`config.mk`:
```
export PLATFORM = sky130hd
export DESIGN_NAME = ffc_dp
export DESIGN_NICKNAME = d
export VERILOG_FILES = /design/src/design/ffc_pkg.sv /design/src/design/ffc_ram.sv /design/src/design/ffc_dp.sv
export SDC_FILE = /design/constraint.sdc
export NUM_CORES = 1
export LEC_CHECK = 0
export BUFFER_PORTS_ARGS = -buffer_cell sky130_fd_sc_hd__buf_2
export CAP_MARGIN = 15
export CORE_MARGIN = 3
export CORE_UTILIZATION = 37
export DETAILED_ROUTE_END_ITERATION = 12
export PLACE_DENSITY_LB_ADDON = 0.2
export SLEW_MARGIN = 20
export SYNTH_ARGS = -nofsm -noshare
export SYNTH_HDL_FRONTEND = slang
export SYNTH_SLANG_ARGS = --single-unit
```
`constraint.sdc`:
```
create_clock -name i_clk -period 5.19 [get_ports i_clk]
set_input_delay 1.038 -clock i_clk [delete_from_list [all_inputs] [get_ports i_clk]]
set_output_delay 1.038 -clock i_clk [all_outputs]
set_load 0.01 [all_outputs]
```
`src/design/ffc_pkg.sv`:
```
// Package for the frame freshness checker.
// Types, codes and widths shared by the controller, the datapath and the top level.
// No dependencies.
package ffc_pkg;

    localparam int SAMPLES_DEF        = 16;
    localparam int FRAME_LEN_BITS_DEF = 24;

    localparam int TIME_W    = 48;
    localparam int BYTE_W    = 8;
    localparam int VERDICT_W = 2;
    localparam int FRAMES_W  = 2;
    localparam int MOTION_W  = 6;
    localparam int OUT_W     = 16;

    localparam logic REQ_HEADER = 1'b0;
    localparam logic REQ_BYTE   = 1'b1;

    localparam logic [VERDICT_W-1:0] VERDICT_PASS = 2'd0;
    localparam logic [VERDICT_W-1:0] VERDICT_FAIL = 2'd1;
    localparam logic [VERDICT_W-1:0] VERDICT_SAME = 2'd2;

    localparam logic [FRAMES_W-1:0] FRAMES_PER_CHECK = 2'd3;
    localparam logic [FRAMES_W-1:0] LAST_FRAME       = 2'd2;
    localparam logic [FRAMES_W-1:0] FIRST_FRAME      = 2'd0;
    localparam logic [FRAMES_W-1:0] SECOND_FRAME     = 2'd1;

    typedef enum logic [1:0] {
        ST_IDLE,
        ST_BYTES,
        ST_ZERO
    } t_state;

    typedef struct packed {
        logic hdr_ok;
        logic fail;
        logic store;
        logic store_zero;
        logic byte_take;
        logic frame_done;
    } t_cmd;

    typedef struct packed {
        logic hdr_bad;
        logic len_zero;
        logic smp_match;
        logic smp_more;
        logic last_byte;
        logic last_sample;
        logic frame_last;
        logic out_full;
    } t_sts;

endpackage

```
`src/design/ffc_ram.sv`:
```
// Generic single-write, single-read RAM with registered read data.
// No dependencies.
module ffc_ram #(
    parameter int WIDTH = 8,
    parameter int DEPTH = 16
) (
    input  logic                     i_clk,
    input  logic                     i_we,
    input  logic [$clog2(DEPTH)-1:0] i_waddr,
    input  logic [WIDTH-1:0]         i_wdata,
    input  logic [$clog2(DEPTH)-1:0] i_raddr,
    output logic [WIDTH-1:0]         o_rdata
);

    logic [WIDTH-1:0] r_mem [DEPTH];
    logic [WIDTH-1:0] r_rdata;

    always_ff @(posedge i_clk) begin
        if (i_we) begin
            r_mem[i_waddr] <= i_wdata;
        end
        r_rdata <= r_mem[i_raddr];
    end

    assign o_rdata = r_rdata;

endmodule

```
`src/design/ffc_dp.sv`:
```
// Datapath of the frame freshness checker: sample positions, signature memory,
// difference counters, capture-time checks and the result register.
// Depends on ffc_pkg and ffc_ram.
module ffc_dp #(
    parameter int SAMPLES        = ffc_pkg::SAMPLES_DEF,
    parameter int FRAME_LEN_BITS = ffc_pkg::FRAME_LEN_BITS_DEF
) (
    input  logic                            i_clk,
    input  logic                            i_rst_n,
    input  ffc_pkg::t_cmd                   i_cmd,
    output ffc_pkg::t_sts                   o_sts,
    input  logic                            i_present,
    input  logic [FRAME_LEN_BITS-1:0]       i_len,
    input  logic [ffc_pkg::TIME_W-1:0]      i_t0,
    input  logic [ffc_pkg::TIME_W-1:0]      i_t1,
    input  logic [ffc_pkg::BYTE_W-1:0]      i_byte,
    input  logic                            i_out_ready,
    output logic                            o_out_valid,
    output logic [ffc_pkg::VERDICT_W-1:0]   o_verdict,
    output logic [ffc_pkg::FRAMES_W-1:0]    o_frames,
    output logic [ffc_pkg::MOTION_W-1:0]    o_motion,
    output logic                            o_fresh
);

    localparam int FLB   = FRAME_LEN_BITS;
    localparam int KW    = $clog2(SAMPLES + 1);
    localparam int AW    = $clog2(SAMPLES);
    localparam int ACC_W = FLB + KW;
    localparam int CNT_W = $clog2(SAMPLES + 2);
    localparam int SUM_W = CNT_W + ffc_pkg::MOTION_W + 1;

    logic [ffc_pkg::FRAMES_W-1:0]  r_frame, n_frame;
    logic [FLB-1:0]                r_bp, n_bp;
    logic [KW-1:0]                 r_k, n_k;
    logic [FLB-1:0]                r_lm1, n_lm1;
    logic [FLB-1:0]                r_len, n_len;
    logic [FLB-1:0]                r_prev_len, n_prev_len;
    logic [CNT_W-1:0]              r_cf, n_cf;
    logic [CNT_W-1:0]              r_cs, n_cs;
    logic [ffc_pkg::TIME_W-1:0]    r_last_end, n_last_end;
    logic                          r_have, n_have;
    logic [ACC_W-1:0]              r_acc, n_acc;
    logic [ACC_W-1:0]              r_acc_nx, n_acc_nx;
    logic [ACC_W-1:0]              r_thr, n_thr;
    logic                          r_out_valid, n_out_valid;
    logic [ffc_pkg::VERDICT_W-1:0] r_verdict, n_verdict;
    logic [ffc_pkg::FRAMES_W-1:0]  r_frames, n_frames;
    logic [ffc_pkg::MOTION_W-1:0]  r_motion, n_motion;
    logic                          r_fresh, n_fresh;

    logic [ffc_pkg::BYTE_W-1:0]    wdata;
    logic [ffc_pkg::BYTE_W-1:0]    rdata;
    logic                          diff;
    logic                          emit;
    logic [SUM_W-1:0]              sum;

    assign wdata = i_cmd.store_zero ? '0 : i_byte;

    ffc_ram #(
        .WIDTH (ffc_pkg::BYTE_W),
        .DEPTH (SAMPLES)
    ) u_sig_ram (
        .i_clk   (i_clk),
        .i_we    (i_cmd.store),
        .i_waddr (r_k[AW-1:0]),
        .i_wdata (wdata),
        .i_raddr (n_k[AW-1:0]),
        .o_rdata (rdata)
    );

    always_comb begin
        o_sts.hdr_bad     = !i_present || (i_t1 <= i_t0) || (r_have && i_t1 <= r_last_end);
        o_sts.len_zero    = (i_len == '0);
        o_sts.smp_match   = (r_k < KW'(SAMPLES)) && (r_acc <= r_thr);
        o_sts.smp_more    = o_sts.smp_match && (r_k < KW'(SAMPLES - 1)) &&
                            (r_acc_nx <= r_thr);
        o_sts.last_byte   = (r_bp == r_lm1);
        o_sts.last_sample = (r_k == KW'(SAMPLES - 1));
        o_sts.frame_last  = (r_frame == ffc_pkg::LAST_FRAME);
        o_sts.out_full    = r_out_valid && !i_out_ready;
    end

    // a difference counts once per sample, or once per length mismatch
    assign diff = (r_frame != ffc_pkg::FIRST_FRAME) &&
                  ((i_cmd.hdr_ok && r_prev_len != i_len) ||
                   (i_cmd.store && rdata != wdata));
    assign emit = i_cmd.fail || (i_cmd.frame_done && r_frame == ffc_pkg::LAST_FRAME);

    always_comb begin
        n_frame     = r_frame;
        n_bp        = r_bp;
        n_k         = r_k;
        n_lm1       = r_lm1;
        n_len       = r_len;
        n_prev_len  = r_prev_len;
        n_cf        = r_cf;
        n_cs        = r_cs;
        n_last_end  = r_last_end;
        n_have      = r_have;
        n_acc       = r_acc;
        n_acc_nx    = r_acc_nx;
        n_thr       = r_thr;
        n_out_valid = r_out_valid && !i_out_ready;
        n_verdict   = r_verdict;
        n_frames    = r_frames;
        n_motion    = r_motion;
        n_fresh     = r_fresh;

        if (diff && r_frame == ffc_pkg::SECOND_FRAME) begin
            n_cf = r_cf + CNT_W'(1);
        end
        if (diff && r_frame == ffc_pkg::LAST_FRAME) begin
            n_cs = r_cs + CNT_W'(1);
        end
        sum = SUM_W'(n_cf) + SUM_W'(n_cs);

        if (i_cmd.hdr_ok) begin
            n_last_end = i_t1;
            n_have     = 1'b1;
            n_bp       = '0;
            n_k        = '0;
            n_len      = i_len;
            n_lm1      = i_len - FLB'(1);
            n_acc      = '0;
            n_acc_nx   = ACC_W'(i_len - FLB'(1));
            n_thr      = ACC_W'(SAMPLES - 2);
        end
        if (i_cmd.store) begin
            n_k      = r_k + KW'(1);
            n_acc    = r_acc_nx;
            n_acc_nx = r_acc_nx + ACC_W'(r_lm1);
        end
        if (i_cmd.byte_take) begin
            n_bp  = r_bp + FLB'(1);
            n_thr = r_thr + ACC_W'(SAMPLES - 1);
        end
        if (i_cmd.frame_done) begin
            n_prev_len = r_len;
            n_frame    = r_frame + ffc_pkg::FRAMES_W'(1);
        end

        if (emit) begin
            n_out_valid = 1'b1;
            if (i_cmd.fail) begin
                n_verdict = ffc_pkg::VERDICT_FAIL;
                n_frames  = r_frame;
                n_motion  = '0;
                n_fresh   = 1'b0;
            end else begin
                n_verdict = (n_cf == '0 && n_cs == '0) ? ffc_pkg::VERDICT_SAME
                                                       : ffc_pkg::VERDICT_PASS;
                n_frames  = ffc_pkg::FRAMES_PER_CHECK;
                n_motion  = sum[ffc_pkg::MOTION_W-1:0];
                n_fresh   = !(n_cf == '0 && n_cs == '0);
            end
            // new check
            n_frame    = ffc_pkg::FIRST_FRAME;
            n_prev_len = '0;
            n_len      = '0;
            n_cf       = '0;
            n_cs       = '0;
            n_last_end = '0;
            n_have     = 1'b0;
        end
    end

    always_ff @(posedge i_clk) begin
        if (!i_rst_n) begin
            r_frame     <= ffc_pkg::FIRST_FRAME;
            r_bp        <= '0;
            r_k         <= '0;
            r_len       <= '0;
            r_prev_len  <= '0;
            r_cf        <= '0;
            r_cs        <= '0;
            r_last_end  <= '0;
            r_have      <= 1'b0;
            r_out_valid <= 1'b0;
        end else begin
            r_frame     <= n_frame;
            r_bp        <= n_bp;
            r_k         <= n_k;
            r_len       <= n_len;
            r_prev_len  <= n_prev_len;
            r_cf        <= n_cf;
            r_cs        <= n_cs;
            r_last_end  <= n_last_end;
            r_have      <= n_have;
            r_out_valid <= n_out_valid;
        end
    end

    always_ff @(posedge i_clk) begin
        r_lm1     <= n_lm1;
        r_acc     <= n_acc;
        r_acc_nx  <= n_acc_nx;
        r_thr     <= n_thr;
        r_verdict <= n_verdict;
        r_frames  <= n_frames;
        r_motion  <= n_motion;
        r_fresh   <= n_fresh;
    end

    assign o_out_valid = r_out_valid;
    assign o_verdict   = r_verdict;
    assign o_frames    = r_frames;
    assign o_motion    = r_motion;
    assign o_fresh     = r_fresh;

`ifndef SYNTH
    a_no_overwrite: assert property (@(posedge i_clk) disable iff (!i_rst_n)
        emit |-> !(r_out_valid && !i_out_ready))
        else $error("result overwritten while stalled");
    a_frame_range: assert property (@(posedge i_clk) disable iff (!i_rst_n)
        r_frame != ffc_pkg::FRAMES_PER_CHECK)
        else $error("frame number out of range");
    a_check_restart: assert property (@(posedge i_clk) disable iff (!i_rst_n)
        emit |=> (r_frame == ffc_pkg::FIRST_FRAME && !r_have && o_out_valid))
        else $error("check did not restart after result");
    a_sample_bound: assert property (@(posedge i_clk) disable iff (!i_rst_n)
        i_cmd.store |-> r_k < KW'(SAMPLES))
        else $error("sample index past end");
`endif

endmodule

```
* After elaboration in Yosys (flattened, before gate mapping)
Memory sizes are Yosys's and may differ from the RTL's. A register that Yosys moved wholly into a read port is not among the register bits. Cells that the tools add are included.
Cells by class: $add $sub $neg 10, multipliers 0, divide/modulo/power cells 0, magnitude comparators 6, eq/ne operators 6, shifts and indexed selects 0, mux-type cells 17, bitwise operators 1, reductions and logical operators 26
Operators with widths (count):
- 2-to-1 mux 29 bit | 6
- <= comparator 48 bit | 2
- <= comparator 29 bit | 2
- 2-to-1 mux 24 bit | 2
- adder 29 x 24 -> 29 bit | 1
- adder 29 x 4 -> 29 bit (second input constant) | 1
- subtractor 24 x 1 -> 25 bit (second input constant) | 1
- adder 24 x 1 -> 24 bit (second input constant) | 1
- equality test 24 bit | 1
- zero test 24 bit | 1
- != test 24 bit | 1
- subtractor 24 x 1 -> 24 bit (second input constant) | 1
- 2-to-1 mux 5 bit | 4
- adder 5 x 1 -> 5 bit (second input constant) | 3
- logical AND 1 bit | 12
- zero test 5 bit | 2
- 2-to-1 mux 8 bit | 1
- != test 8 bit | 1
- adder 5 x 5 -> 6 bit | 1
- nonzero test 2 bit | 3
- equality test 5 x 4 -> 1 bit (second input constant) | 1
- less-than comparator 5 x 4 -> 1 bit (second input constant) | 1
- less-than comparator 5 bit (second input constant) | 1
- logical OR 1 bit | 4
- other kinds (8) | 12
Word-level totals: register bits 261, bits in latches 0, bits in writable memories 128, ROM bits 0, input port bits 138, output and inout bits 20, word-level logic and storage cells 86, memories 1
Memory list:
- u_sig_ram.r_mem | depth 16, width 8, read ports 1, clocked after Yosys merged registers in 1, wr ports 1, line ffc_ram.sv:15 | logic [WIDTH-1:0] r_mem [DEPTH];

* Longest topological paths before layout
Gate-level depths: netlist (run 1).
depth in word-level cells 10, depth in mapped cells 15

* Hierarchy
From an unflattened synthesis (run 1), not the netlist that was laid out.
Unflattened totals: cells, all modules 1993, area, all modules 21812.2 sq um
Modules (own cells, without submodules):
- ffc_dp | instances 1, cells an instance 1764, area each 16664.7 sq um, seq. area each 6446.2 sq um
- ffc_ram | instances 1, cells an instance 229, area each 5147.4 sq um, seq. area each 4003.8 sq um

* Least setup slack after synthesis (run 1)
Ideal clock, no wire load.
path type input to register, start input port i_cmd[2] (netlist name), end register r_motion, in the netlist o_motion[5] (data pin), library setup time 274 ps, arrival time 3676 ps, path slack 1240 ps, stages on the path 12, path buffers 0, cells stage by stage or4_1 > a32o_1 > o311a_4 > o21ai_1 > mux2i_1 > inv_1 > ha_1 > a21o_1 > a21oi_1 > nor2b_1 > o21ai_0 > a21oi_1
On the way: cells in the longest elaborated chain, start to end 8, elaborated cells between the ends (all ways) 10
RTL lines:
- from (decl) | line ffc_dp.sv:10 | input ffc_pkg::t_cmd i_cmd,
- 2-to-1 mux 8 bit (*) | line ffc_dp.sv:57 | assign wdata = i_cmd.store_zero ? '0 : i_byte;
- != test 8 bit (*) | line ffc_dp.sv:86 | (i_cmd.store && rdata != wdata));
- logical AND 1 bit (*) | line ffc_dp.sv:86
- logical OR 1 bit (*) | line ffc_dp.sv:85 | ((i_cmd.hdr_ok && r_prev_len != i_len) ||
- logical AND 1 bit (*) | line ffc_dp.sv:84 | assign diff = (r_frame != ffc_pkg::FIRST_FRAME) &&
- logical AND 1 bit (on tied branches) | line ffc_dp.sv:109, ffc_dp.sv:112
- 2-to-1 mux 5 bit (on tied branches) | line ffc_dp.sv:109, ffc_dp.sv:112
- adder 5 x 5 -> 6 bit (*) | line ffc_dp.sv:115 | sum = SUM_W'(n_cf) + SUM_W'(n_cs);
- to (signal assigned) | line ffc_dp.sv:200 | r_motion <= n_motion;
- to (decl) | line ffc_dp.sv:48 | logic [ffc_pkg::MOTION_W-1:0] r_motion, n_motion;
Mark *: on every way between the ends. The rest lies on a longest branch, timed or not. A chain may end at the register's enable or synchronous reset.

==> flow_summary.rst, run 1 <==
.. list-table::
   :header-rows: 1

   * - Metric
     - Value
   * - Worst path cell trace
     - ha_1 -> nand4_1 -> nor4_1 -> nand3_1 -> o41ai_1 -> o311a_1 -> buf_2
   * - Top Ports
     - about 160
   * - Clock-pin slew of the registers on the worst-case setup and hold paths
     - 60 ps
   * - Startpoint type of the worst setup path
     - flop
   * - Clock Latency Late Sink
     - between 500 and 600 ps
   * - Die Footprint
     - ~0.062 mm^2
   * - Number of flops mapped to enable cells by yosys
     - 250
   * - Result of the run
     - finished, final reports clean
   * - Count of hold buffers inserted by post-cts repair
     - 0
   * - Worst max-slew margin expressed relative to the limit
     - 30.0%
   * - Post-DR wirelength/cell
     - roughly 18 um
   * - Number of cell rows
     - 88
   * - CTS H-tree lvls
     - 2
   * - Min-delay worst type
     - reg -> reg
   * - Hold violation count in the final report
     - 0
   * - Total standard cell area after synthesis
     - roughly 0.022 mm^2
   * - Share of synthesized flip-flops with an asynchronous set or reset
     - 0%
   * - Worst ir drop on vdd
     - about 0.25 mV
   * - Part of the power in registers
     - around 44%
   * - #FFs+latches synth
     - around 400
   * - Endpoint class of the critical path
     - primary output
   * - Cell at the root of the clock tree
     - sky130_fd_sc_hd__clkbuf_16
   * - Length of the first detailed-routing pass in iterations
     - 5
   * - Slowest stage delay, CP
     - around 730 ps
   * - Initial antenna violation count
     - 0
   * - Leak Pwr
     - roughly 10 nW
   * - Power per standard cell area
     - 342 mW/mm^2
   * - Vertical extent of the die
     - 248 um
   * - DR vias/cell
     - roughly 5.1
   * - Number of filler cells placed in the layout
     - 5,575
   * - Setup repair after global routing missed its margin
     - false
   * - Average cell area after synthesis
     - 10.9 um^2
   * - Number of global-route vias before repair
     - approximately 15,000
   * - Final worst path period share
     - 89.6%
   * - Effective utilization at floorplan
     - a little under two fifths
   * - Final net count
     - 2,485
   * - Relative contribution of combinational cells to total power
     - between 15 and 20%
   * - Path type of the worst setup path
     - reg -> out
   * - Clock tree sinks
     - slightly below 400
   * - Placed wire-length estimate
     - 38,500 um
   * - TNS Setup
     - 0 ps
   * - Violation count after the first detailed-routing iteration
     - approximately 700
   * - Sequential Area
     - between 0.01 and 0.015 mm^2
   * - Overall routed net length
     - about 53,000 um
   * - Final worst clock skew
     - around 19 ps
   * - Number of pins exceeding their max-slew limit in the final report
     - 0
   * - CP max stage cell
     - sky130_fd_sc_hd__o41ai_1
   * - Number of buffers inserted to repair setup after CTS
     - 0
   * - Share of power burned in the clock network
     - around 39%
   * - Placeable core region
     - roughly 0.058 mm^2
   * - CP required
     - 4150 ps
   * - Highest attainable clock frequency
     - 0.215 GHz
   * - Largest fanout on the critical path
     - 8
   * - Global-route usage over all layers
     - between 15 and 20%
   * - Synthesized instance count
     - between 1,500 and 2,000
   * - Register area share after synthesis
     - approximately half
   * - Final critical delay including setup and external delays
     - around 4600 ps
   * - Net switching power
     - approximately 2.3 mW
   * - Number of nets in the synthesized netlist
     - between 2,000 and 2,500
   * - Resized cells post-CTS
     - 0
   * - Post-detailed-route count of antenna-violating nets
     - 0
   * - Max Root-Sink Buffers
     - 3
   * - Area growth from synthesis to layout
     - 14.9%
   * - Pin count of the biggest net entering global routing
     - 80
   * - Total grt overflow
     - 0
   * - Multi-input gate area in the final layout
     - around 0.010 mm^2
   * - First-pass GRT wire length
     - between 80,000 and 90,000 um
   * - Most used flip-flop cell after synthesis
     - sky130_fd_sc_hd__edfxtp_1
   * - Total of buffers placed on input and output ports
     - 157
   * - Share of cells above drive strength 1
     - 13.8%
   * - Warning count from the yosys run
     - 0
   * - Worst slack at placement
     - between 600 and 700 ps
   * - Internal power of the cells
     - roughly 6.2 mW
   * - Clock tree from TritonCTS
     - done
   * - Yosys cell types
     - between 70 and 80
   * - Final estimated routing congestion in global placement
     - around 0.84
   * - Max-cap violations
     - 0
   * - Final critical-path setup slack
     - roughly 540 ps
   * - Total via count in the routed design
     - about 15,000
   * - Number of buffers added by the clock tree synthesis step
     - 46
   * - Switching fraction of total power
     - between 20% and 30%
   * - Signal arrival time at the worst endpoint
     - around 3600 ps
   * - Die boundary width
     - 248 um
   * - Number of DRC violations after detailed routing
     - 0
   * - Tightest Pin Transition
     - approximately 1000 ps
   * - Setup violators final
     - 0
## per-layer routing
layer	part of all wire, %	up-vias	global-route usage (%)
met2	47	256	27.9
met3	4.2	74	3.15
met4	2.4	0	5.29
met5	0	-	0
met1	47	7293	23.1
li1	-	7517	-
## power groups by stage
stage	clock network, mW	registers, mW	logic, mW
detailed placement	0	3.80	1.50
finish	3.30	3.74	1.50
CTS	3.40	3.73	1.51
global placement	0	3.79	1.46
global route	3.52	3.76	1.70
floorplan	0	3.72	1.10
## worst max-delay path: cells and delay by family, from the launching register on
family                   cells  cell delay [ps]
AO/OA/AOI/OAI                2             1090
adder cells (fa/ha/maj)      1              360
buffers and inverters        1              160
flip-flops                   1              530
AND/OR/NAND/NOR              3              890
## per-stage QoR
stage                     area (um^2)  cells  utilization, %  power (mW)  hold WS [ps]
after CTS                       24900   2952            43.1        8.64           497
after global placement          23400   2866            40.4        5.25           472
final                           25000   2953            43.1        8.54           492
after global routing            25000   2952            43.1        8.98           512
after floorplan                 21700   1993               -        4.82           460
after detailed placement        23400   2866            40.4        5.30           481
## sequential cells by signal, indices dropped and copies added (netlist names), 5 cells and up
name / count
r_acc: 29
u_sig_ram.r_mem: 128
r_cs: 5
r_k: 5
r_thr: 29
r_bp: 24
r_cf: 5
r_lm1: 24
r_prev_len: 24
r_acc_nx: 29
r_len: 24
o_motion: 6
u_sig_ram.o_rdata: 8
r_last_end: 48
## final cells by class
| class | instances | area share, % |
|---|---|---|
| Antenna cell | 1 | 0.0100 |
| Clock buffer | 65 | 5.22 |
| Clock inverter | 21 | 0.957 |
| Inverter | 160 | 2.41 |
| Multi-Input combinational cell | 1372 | 42.0 |
| Sequential cell | 397 | 41.9 |
| Tap cell | 765 | 3.83 |
| Timing Repair Buffer | 172 | 3.67 |
## worst paths after layout
kind                 from            to  slack, ps  cells past startpoint
max reg2reg      r_lm1[0]  r_acc_nx[26]       1660                     12
min              r_len[4]      r_len[4]        490                      2
max          r_acc_nx[24]      o_sts[4]        540                      7
min reg2reg      r_len[4]      r_len[4]        490                      2
## cells in the final DEF, fill, tap and decap left out, drive strengths merged, types with 43 or more instances in the layout
master  count
edfxtp    250
nor2      208
ha        196
buf       172
inv       162
dfxtp     147
mux2i     111
a21oi     104
nand2      74
xor2       70
clkbuf     65
xnor2      58
a21o       55
and2       50
o21ai      48
nand4      45
nor2b      43
## Yosys cell counts, types with 4 or more instances
library cell	count	area [um^2]
sky130_fd_sc_hd__edfxtp_1	250	7510
sky130_fd_sc_hd__nor2_1	208	781
sky130_fd_sc_hd__ha_1	196	2450
sky130_fd_sc_hd__inv_1	160	601
sky130_fd_sc_hd__dfxtp_1	147	2940
sky130_fd_sc_hd__mux2i_1	111	1110
sky130_fd_sc_hd__a21oi_1	104	521
sky130_fd_sc_hd__nand2_1	74	278
sky130_fd_sc_hd__xor2_1	70	613
sky130_fd_sc_hd__xnor2_1	58	508
sky130_fd_sc_hd__a21o_1	55	413
sky130_fd_sc_hd__and2_1	50	313
sky130_fd_sc_hd__clkbuf_1	48	180
sky130_fd_sc_hd__nand4_1	45	282
sky130_fd_sc_hd__o21ai_0	44	220
sky130_fd_sc_hd__nand3_1	42	210
sky130_fd_sc_hd__nor2b_1	42	263
sky130_fd_sc_hd__nor3_1	42	210
sky130_fd_sc_hd__mux4_2	32	721
sky130_fd_sc_hd__nand2b_1	20	125
sky130_fd_sc_hd__nor4_1	19	119
sky130_fd_sc_hd__and3_1	16	100
sky130_fd_sc_hd__a211oi_1	13	97.6
sky130_fd_sc_hd__or3_1	13	81.3
sky130_fd_sc_hd__o21a_1	12	90.1
sky130_fd_sc_hd__buf_1	10	37.5
sky130_fd_sc_hd__o211ai_1	8	60.1
sky130_fd_sc_hd__or2_2	8	50.1
sky130_fd_sc_hd__a21boi_0	6	45.0
sky130_fd_sc_hd__a31oi_1	6	37.5
sky130_fd_sc_hd__buf_2	6	30.0
sky130_fd_sc_hd__o31ai_1	6	45.0
sky130_fd_sc_hd__a311oi_1	4	35.0
sky130_fd_sc_hd__mux2_2	4	45.0
sky130_fd_sc_hd__o2111ai_1	4	35.0
sky130_fd_sc_hd__o311a_1	4	40.0
sky130_fd_sc_hd__or4_1	4	30.0
## cell families (layout without fill, tap and decap cells)
logic type,after synthesis,after routing,share of synthesized area (%)
flops,397,397,48.1
xor+xnor,128,128,5.16
simple gates,595,595,13.6
fa+ha+maj,198,198,11.5
buf+inv,224,418,3.90
mux,148,148,8.69
other cells,0,1,0
compound gates,303,303,9.10
Power figures use the tool's default switching activity.
==> run 2: changes to the inputs <==
CORE_ASPECT_RATIO = 1.25   (was unset)
==> run 2 against run 1 <==
- sequential power hardly changed
- die area is essentially flat
- critical path depth up 4
- critical path type is now in -> out
- non-clock buffer count increased by 6
- flip-flop and latch count unchanged
- critical endpoint is now o_sts[7]
- worst hold slack worse by 1.9 ps
- via count unchanged
- largest cell class unchanged
==> flow_summary.rst, run 2 (synthesis gave the netlist of run 1 again) <==
.. list-table::
   :header-rows: 1

   * - Metric
     - Value
   * - Result of the run
     - finished, final reports clean
   * - Leak Pwr
     - 10.3 nW
   * - Count of buffer and inverter cells on the critical path
     - 2
   * - Worst ir drop on vdd
     - around 0.24 mV
   * - Worst max-slew margin expressed relative to the limit
     - a little under a third
   * - Number of DRC violations after detailed routing
     - 0
   * - Number of cell rows
     - 98
   * - Vertical extent of the die
     - 277 um
   * - Die Footprint
     - just over 0.06 mm^2
   * - Worst hold slack after final layout
     - between 400 and 500 ps
   * - Clock-pin slew of the registers on the worst-case setup and hold paths
     - about 50 ps
   * - CTS H-tree lvls
     - 2
   * - Min-delay worst type
     - reg -> reg
   * - Number of buffers inserted to repair setup after CTS
     - 0
   * - Flip-flop count of the largest register, all copies and words added
     - between 100 and 150
   * - Number of global-route vias before repair
     - 15,798
   * - Final worst clock skew
     - ~14 ps
   * - DR vias/cell
     - ~5.2
   * - Worst r2r dst
     - o_motion[5]
   * - Total grt overflow
     - 0
   * - Placed wire-length estimate
     - 39,100 um
   * - Share of cells above drive strength 1
     - approximately 14%
   * - CP required
     - between 4000 and 5000 ps
   * - Slowest stage delay, CP
     - roughly 670 ps
   * - First-pass GRT wire length
     - 83,700 um
   * - CP Depth
     - 11
   * - Worst setup endpoint
     - o_sts[7]
   * - Area of all placed cells without fillers
     - between 0.02 and 0.025 mm^2
   * - Length of the first detailed-routing pass in iterations
     - 6
   * - R2R Path Start
     - r_prev_len[12]
   * - Resized cells post-CTS
     - 0
   * - Crit path max-delay family
     - simple AND/OR/NAND/NOR gates
   * - Setup repair after global routing missed its margin
     - false
   * - Final critical delay including setup and external delays
     - 4770 ps
   * - Top Ports
     - around 160
   * - Number of buffers added by the clock tree synthesis step
     - 43
   * - Final worst path period share
     - between 90% and 100%
   * - Max Root-Sink Buffers
     - 3
   * - Setup violators final
     - 0
   * - Signal arrival time at the worst endpoint
     - about 3700 ps
   * - Reg with most FFs
     - u_sig_ram.r_mem
   * - Count of hold buffers inserted by post-cts repair
     - 0
   * - Violation count after the first detailed-routing iteration
     - between 600 and 700
   * - Initial antenna violation count
     - 6
   * - Path type of the worst setup path
     - in -> out
   * - Effective utilization at floorplan
     - between 30% and 40%
   * - Area growth from synthesis to layout
     - 14.6%
   * - Clock tree sinks
     - 397
   * - Hold violation count in the final report
     - 0
   * - Power per standard cell area
     - 338 mW/mm^2
   * - Number of pins exceeding their max-slew limit in the final report
     - 0
   * - Placeable core region
     - 0.0576 mm^2
   * - Tightest Pin Transition
     - ~1000 ps
   * - Clock Latency Late Sink
     - between 500 and 600 ps
   * - CP max stage cell
     - sky130_fd_sc_hd__nor4_1
   * - Largest fanout on the critical path
     - 3
   * - Startpoint type of the worst setup path
     - input pin
   * - R2R setup slack
     - 1570 ps
   * - Total via count in the routed design
     - around 15,000
   * - Registers with the most flip-flops
     - u_sig_ram.r_mem: 128 flops, r_last_end: 48 flops
   * - Depth of the worst register-to-register path
     - 13
   * - Total of buffers placed on input and output ports
     - roughly 160
   * - Final net count
     - between 2,000 and 2,500
   * - Highest attainable clock frequency
     - approximately 0.21 GHz
   * - TNS Setup
     - 0 ps
   * - Pin count of the biggest net entering global routing
     - 80
   * - Utilization after layout
     - between 40% and 50%
   * - Origin of the worst setup path
     - i_t1[42]
   * - Commonest non-fill, non-tap cell in the layout
     - sky130_fd_sc_hd__edfxtp_1
   * - Die boundary width
     - roughly 220 um
   * - Overall routed net length
     - around 52,000 um
   * - Clock tree from TritonCTS
     - done
   * - Highest-count cells in the layout ignoring fill and taps
     - sky130_fd_sc_hd__edfxtp_1 (250), sky130_fd_sc_hd__nor2_1 (208), sky130_fd_sc_hd__ha_1 (196)
   * - Post-DR wirelength/cell
     - roughly 18 um
   * - Endpoint class of the critical path
     - primary output
   * - Cell at the root of the clock tree
     - sky130_fd_sc_hd__clkbuf_16
   * - Worst path cell trace
     - buf_2 -> ha_1 -> nand4_1 -> nor2_1 -> nand3_1 -> nor3_1 -> nand3_1 -> nor4_1 -> a21oi_1 -> a211o_1 -> buf_2
   * - Max-cap violations
     - 0
   * - Final estimated routing congestion in global placement
     - 0.846
   * - Post-detailed-route count of antenna-violating nets
     - 0
   * - Instance area after placement
     - ~0.023 mm^2
   * - Global-route usage over all layers
     - roughly 17%
-- run 2: changes by cell type in the layout (fill, tap and decap cells not counted), sizes merged --
cell / delta
clkinvlp: +2
diode: +2
clkbuf: -5
buf: +6
clkinv: -5
-- run 2: final cells by class --
cell class                      instances  area [um^2]
Clock inverter                         18          235
Antenna cell                            3         7.51
Multi-Input combinational cell       1372        10500
Timing Repair Buffer                  178          970
Tap cell                              750          938
Fill cell                            5450        32700
Inverter                              160          601
Sequential cell                       397        10500
Clock buffer                           60         1240
-- run 2: stage by stage --
step	setup slack, ps	total power [mW]	cells
after floorplan	1240	4.82	1993
after global placement	351	5.25	2856
after detailed placement	363	5.29	2856
after CTS	349	8.51	2934
after global routing	224	8.86	2937
final	420	8.41	2938
-- run 2: how the worst min path moves through the flow --
stage	startpoint	endpoint	slack, ps	cells after the start
after floorplan	r_len[0]	r_len[0]	460	2
after global placement	r_len[0]	r_prev_len[0]	470	2
after detailed placement	r_len[17]	r_len[17]	480	2
after CTS	r_len[17]	r_len[17]	500	2
after global routing	r_len[17]	r_len[17]	520	2
final	r_last_end[22]	r_last_end[22]	490	2
-- run 2: power breakdown --
part / internal, mW / leakage [nW] / total [mW] / switching [mW]
logic: 0.672 / 5.96 / 1.51 / 0.833
clock network: 1.88 / 0.723 / 3.18 / 1.30
registers: 3.57 / 3.63 / 3.72 / 0.150
total: 6.13 / 10.3 / 8.41 / 2.28
-- run 2: worst reg2reg max path: stages, from the launching register on --
cell and delay, ps:
sky130_fd_sc_hd__dfxtp_1 320, sky130_fd_sc_hd__xor2_1 160, sky130_fd_sc_hd__nor4_1 390, sky130_fd_sc_hd__nand4_1 150
sky130_fd_sc_hd__o311a_1 530, sky130_fd_sc_hd__o21ai_1 300, sky130_fd_sc_hd__mux2i_1 450, sky130_fd_sc_hd__inv_1 90
sky130_fd_sc_hd__ha_1 300, sky130_fd_sc_hd__a21o_1 160, sky130_fd_sc_hd__a21oi_1 190, sky130_fd_sc_hd__nor2b_1 80
sky130_fd_sc_hd__o21ai_0 150, sky130_fd_sc_hd__a21oi_1 90
-- run 2: routing by layer --
layer / up-vias / GRT usage [%] / wire, um
met5: - / 0 / 34
met4: 6 / 5.66 / 1610
met3: 88 / 3.29 / 2490
met2: 306 / 29.7 / 26000
met1: 7232 / 20.4 / 22300
li1: 7508 / - / -
